File: src/rtl/core/rfs_pkg.sv
// Package for the RGB fade sequencer: commands, widths and defaults.
package rfs_pkg;

    localparam int MAX_ENTRIES_DEF = 16;
    localparam int LEVEL_BITS_DEF  = 16;
    localparam int TIME_BITS_DEF   = 32;

    localparam int CMD_W = 3;
    localparam int IN_W  = 17;
    localparam int CFG_W = 16;
    localparam int OUT_W = 16;
    localparam int STEP_W = 16;
    localparam int DUR_W  = 32;

    localparam logic [CMD_W-1:0] CMD_SET_NOW = 3'd0;
    localparam logic [CMD_W-1:0] CMD_APPEND  = 3'd1;
    localparam logic [CMD_W-1:0] CMD_MARKER  = 3'd2;
    localparam logic [CMD_W-1:0] CMD_TICK    = 3'd3;
    localparam logic [CMD_W-1:0] CMD_CLEAR   = 3'd4;

    localparam logic [CFG_W-1:0] RANGE_RESET = 16'd255;

endpackage

File: src/rtl/core/rfs_divider.sv
// Restoring divider for the fade math: one quotient bit per cycle.
module rfs_divider
    import rfs_pkg::*;
#(
    parameter int NUM_W = 48,
    parameter int DEN_W = 16
) (
    input  logic             i_clk,
    input  logic             i_rst_n,
    input  logic             i_start,
    input  logic [NUM_W-1:0] i_num,
    input  logic [DEN_W-1:0] i_den,
    output logic             o_done,
    output logic [NUM_W-1:0] o_quot,
    output logic [DEN_W-1:0] o_rem
);
    localparam int CNT_W = $clog2(NUM_W + 1);

    logic [NUM_W-1:0] r_quot;
    logic [DEN_W:0]   r_rem;
    logic [DEN_W-1:0] r_den;
    logic [CNT_W-1:0] r_cnt;
    logic             r_busy;
    logic             r_done;
    logic [DEN_W:0]   n_trial;
    logic             n_ge;

    // Shift in one numerator bit and try the subtract
    assign n_trial = {r_rem[DEN_W-1:0], r_quot[NUM_W-1]};
    assign n_ge    = n_trial >= {1'b0, r_den};

    // Step the divide
    always_ff @(posedge i_clk) begin
        if (!i_rst_n) begin
            r_busy <= 1'b0;
            r_done <= 1'b0;
            r_cnt  <= '0;
        end else begin
            r_done <= 1'b0;
            if (i_start) begin
                r_busy <= 1'b1;
                r_cnt  <= CNT_W'(NUM_W);
            end else if (r_busy) begin
                r_cnt <= r_cnt - 1'b1;
                if (r_cnt == CNT_W'(1)) begin
                    r_busy <= 1'b0;
                    r_done <= 1'b1;
                end
            end
        end
    end

    always_ff @(posedge i_clk) begin
        if (i_start) begin
            r_quot <= i_num;
            r_rem  <= '0;
            r_den  <= i_den;
        end else if (r_busy) begin
            r_rem  <= n_ge ? (n_trial - {1'b0, r_den}) : n_trial;
            r_quot <= {r_quot[NUM_W-2:0], n_ge};
        end
    end

    assign o_done = r_done;
    assign o_quot = r_quot;
    assign o_rem  = r_rem[DEN_W-1:0];
endmodule

File: config.mk
export PLATFORM = sky130hd
export DESIGN_NAME = rfs_divider
export DESIGN_NICKNAME = d
export VERILOG_FILES = /design/src/rtl/core/rfs_pkg.sv /design/src/rtl/core/rfs_divider.sv
export SDC_FILE = /design/constraint.sdc
export NUM_CORES = 1
export LEC_CHECK = 0
export BUFFER_PORTS_ARGS = -buffer_cell sky130_fd_sc_hd__buf_4
export CAP_MARGIN = 20
export CORE_UTILIZATION = 40
export DETAILED_ROUTE_END_ITERATION = 16
export PLACE_DENSITY = 0.61
export SLEW_MARGIN = 20
export SYNTH_ARGS = -nofsm -noshare
export SYNTH_HDL_FRONTEND = slang
export SYNTH_SLANG_ARGS = --single-unit
File: constraint.sdc
create_clock -name i_clk -period 4.3 [get_ports i_clk]
set_clock_uncertainty 0.05 [all_clocks]
set_input_delay 0.43 -clock i_clk [delete_from_list [all_inputs] [get_ports i_clk]]
set_output_delay 0.43 -clock i_clk [all_outputs]
set_load 0.03 [all_outputs]
==> impl_results.rst <==
.. list-table::
   :header-rows: 1

   * - Metric
     - Value
   * - Setup TNS Final
     - 0 ps
   * - Upper clock frequency limit
     - approximately 0.34 GHz
   * - Worst-case register-to-register setup slack
     - between 1000 and 1500 ps
   * - Worst setup path class
     - reg2reg
   * - Total of cells resized after clock tree synthesis
     - 0
   * - Cell count after synthesis
     - between 300 and 400
   * - HP Start
     - i_den[15]
   * - Sw Share
     - 0.2934
   * - Antenna-violating nets left
     - 0
   * - Largest fanout on the critical path
     - 12
   * - Die Wd
     - approximately 110 um
   * - Reg clk slew, reported paths
     - 90 ps
   * - Clock Latency Late Sink
     - between 300 and 400 ps
   * - Number of clock sinks
     - 88
   * - Worst endpoint required time
     - ~4500 ps
   * - Slew @ Worst Pin
     - 1001 ps
   * - Antenna violations before repair
     - 0
   * - Maximum cell stage delay along the critical path
     - roughly 650 ps
   * - Max VDD drop
     - 0.2193 mV
   * - IO Port Bufs
     - ~130
   * - Worst Hold Slack
     - 201.6 ps
   * - Total count of hold-check failures in the final report
     - 0
   * - Flops & latches, synth
     - 88
   * - Number of buffers inserted during clock tree synthesis
     - 9
   * - Most common cell after layout, fill and taps aside
     - buf_4
   * - Initial DRT Pass Iterations
     - 4
   * - Period minus WS final
     - just under 3000 ps
   * - Setup repair after global routing missed its margin
     - no
   * - Maximum clock path buffer count
     - 2
   * - Number of cell instances on the worst register-to-register path
     - 9
   * - Number of buffer and inverter stages on the critical path
     - 1
   * - R2r startpoint
     - r_rem[1]
   * - Number of antenna repair diodes
     - 0
   * - Portion of total power attributed to sequential cells
     - 0.483
   * - Post-detail-place hpwl
     - around 7.3 mm
   * - Power density over the cells
     - ~370 nW/um2
   * - Number of max-capacitance violations reported
     - 0
   * - Count of different cell masters after synthesis
     - 48
   * - Portion of total power attributed to the clock network
     - 0.277
   * - Vert. Die Dim
     - around 110 um
   * - Power Total
     - 2161 uW
   * - Total congestion overflow
     - 0
   * - Startpoint type of the worst setup path
     - register
   * - Placement Rows
     - 38
   * - Area share of the largest cell type after synthesis
     - 0.4271
   * - Effective utilization at floorplan
     - 0.4132
   * - Worst reg2reg path endpoint
     - r_rem[1]
   * - Detail-routed net length per standard cell
     - 15.83 um
   * - Result of the run
     - completed
   * - Iteration-0 DRC Markers
     - 126
   * - Final-report setup violation count
     - 0
   * - Switching power
     - 634.0 uW
   * - Placeable core region
     - between 10000 and 15000 um2
   * - Crit-path leading delay family
     - compound AO/OA/AOI/OAI gates
   * - Crit path cell chain
     - ha_1 -> o211ai_2 -> a21oi_2 -> o21ai_1 -> a21oi_2 -> o31ai_4 -> buf_4 -> mux2_2 -> o21ai_0
   * - Cell taking the most area after synthesis
     - edfxtp_1
   * - Final max-slew violation count
     - 0
   * - Total routing resource utilization after global routing
     - 0.1760
   * - Vias per cell
     - 5.099
   * - Min-Delay Path Depth
     - 1
   * - Mean instance size in the synthesized netlist
     - approximately 12 um2
   * - CTS tree
     - built
   * - H-Tree Depth
     - 3
   * - Total internal power
     - about 1500 uW
   * - Relative slew slack
     - 0.3314
   * - Syn. warnings
     - 0
   * - Final routed wirelength across all metal layers
     - a little over 10 mm
   * - Beginning of the critical path
     - r_rem[1]
   * - Drt drc
     - 0
   * - Endpoint class of the critical path
     - register
   * - Cells taking the most area after synthesis
     - edfxtp_1 43%, mux2_2 12%, dfxtp_1 11%, ha_1 5.0%, nor2_1 2.6%
   * - Kind of path behind the tightest hold check
     - in2reg
   * - Mapped Area
     - 4499 um2
   * - Setup bufs post-CTS
     - 0
   * - Cell mode on critical path
     - a21oi_2
   * - # IOs
     - ~130
   * - Combinational share of power
     - 0.240
   * - Global-route wire length before repair
     - roughly 16 mm
   * - Seq/Total Area, Yosys
     - 0.5339
   * - Die Area
     - 11680 um2
   * - Critical path's slowest cell
     - o31ai_4
   * - Buffer cell driving the clock tree root
     - clkbuf_8
   * - Leading cell types in the layout, fill and taps excluded
     - 134 x buf_4, 64 x edfxtp_1, 48 x mux2_2, 31 x nor2_1, 24 x dfxtp_1
   * - Hold Path Sink
     - r_den[15]
   * - Final period utilization
     - 0.6810
   * - GP Congestion
     - between 0.8 and 0.9
   * - Data arrival time at the worst-slack endpoint
     - between 3000 and 4000 ps
   * - Share of final-layout standard cells stronger than drive strength 1
     - 0.4148
   * - Final-layout fill cell count
     - around 960
   * - Number of vias in the routed layout
     - around 3300
   * - Via count of the first global-routing pass
     - ~3200
   * - Syn Nets
     - 450
   * - Synthesis-to-layout area growth
     - 28.39%
   * - Number of hold buffers added after CTS
     - 0
   * - Maximum number of pins on one net before global-route repair
     - 65
   * - Fin nets
     - a little under 600
   * - Cell leakage power
     - approximately 0.0025 uW
state kept, by name (all words and copies together), names as in the netlist:
name	count
r_den	16
r_cnt	6
r_rem	16
r_busy	1
o_done	1
o_quot	48
how the worst max path moves through the flow:
stage,to,slack [ps],depth (start not counted)
after floorplan,r_rem[14],1870,10
after global placement,r_rem[1],1450,9
after detailed placement,r_rem[1],1360,9
after CTS,r_rem[1],1330,9
after global routing,r_rem[1],1120,9
final,r_rem[1],1370,9
cells in the mapped netlist (all sizes together):
| cell type | count |
|---|---|
| nand4b | 2 |
| or2 | 1 |
| nand3 | 4 |
| o21ai | 13 |
| a311oi | 1 |
| nor2b | 1 |
| fa | 1 |
| a22oi | 1 |
| xnor2 | 10 |
| edfxtp | 64 |
| a2111oi | 2 |
| or2b | 1 |
| nor3 | 5 |
| a21oi | 15 |
| or4b | 1 |
| a211oi | 13 |
| mux2 | 48 |
| and4b | 1 |
| o21bai | 3 |
| and3 | 2 |
| o211ai | 4 |
| o31ai | 1 |
| xor2 | 5 |
| inv | 23 |
| nor2 | 31 |
| a211o | 3 |
| buf | 8 |
| o21a | 4 |
| ha | 18 |
| mux2i | 10 |
| nor4 | 2 |
| and4 | 1 |
| nand2b | 5 |
| a21o | 4 |
| clkbuf | 7 |
| nand4 | 2 |
| nand2 | 22 |
| o41ai | 1 |
| dfxtp | 24 |
logic make-up after synthesis:
logic type	Yosys count	synth area share
DFF	88	0.5339
and+or+nand+nor	81	0.08760
AOI/OAI and AO/OA	65	0.1098
muxes	58	0.1424
buffers and inverters	38	0.04255
adders and majority gates	19	0.05451
xor gates and xnor gates	15	0.02920
layer usage:
| metal | up-vias | wire length (um) | GRT usage |
|---|---|---|---|
| met4 | 0 | 167 | 0.07143 |
| li1 | 1600 | - | - |
| met2 | 98 | 4611 | 0.2680 |
| met1 | 1545 | 4692 | 0.2348 |
| met3 | 15 | 645 | 0.05003 |
| met5 | - | 0 | 0 |
area by class of cell:
cell class	count	area (um2)	area share
flip-flops and latches	88	2402	0.4159
multi-input cells	238	1906	0.3299
repair buffers	134	1006	0.1741
well taps	140	175.2	0.03032
clock buffers	14	162.7	0.02816
inverters	23	86.33	0.01494
clock inverters	2	38.79	0.006714
power by group through the flow:
stage | registers, uW | clock network (uW) | logic, uW
floorplan | 1170 | 0 | 228
global placement | 1060 | 0 | 514
global route | 1050 | 641 | 558
finish | 1040 | 599 | 519
CTS | 1040 | 617 | 522
detailed placement | 1060 | 0 | 520
stage by stage:
step,setup WS (ps),cells,area [um2],util
floorplan,1872,364,4499,-
global placement,1453,623,5575,0.5121
detailed placement,1362,623,5575,0.5121
CTS,1333,639,5777,0.5306
global route,1120,639,5777,0.5306
finish,1372,639,5777,0.5306
No activity file was read; power rests on OpenSTA's default activity.
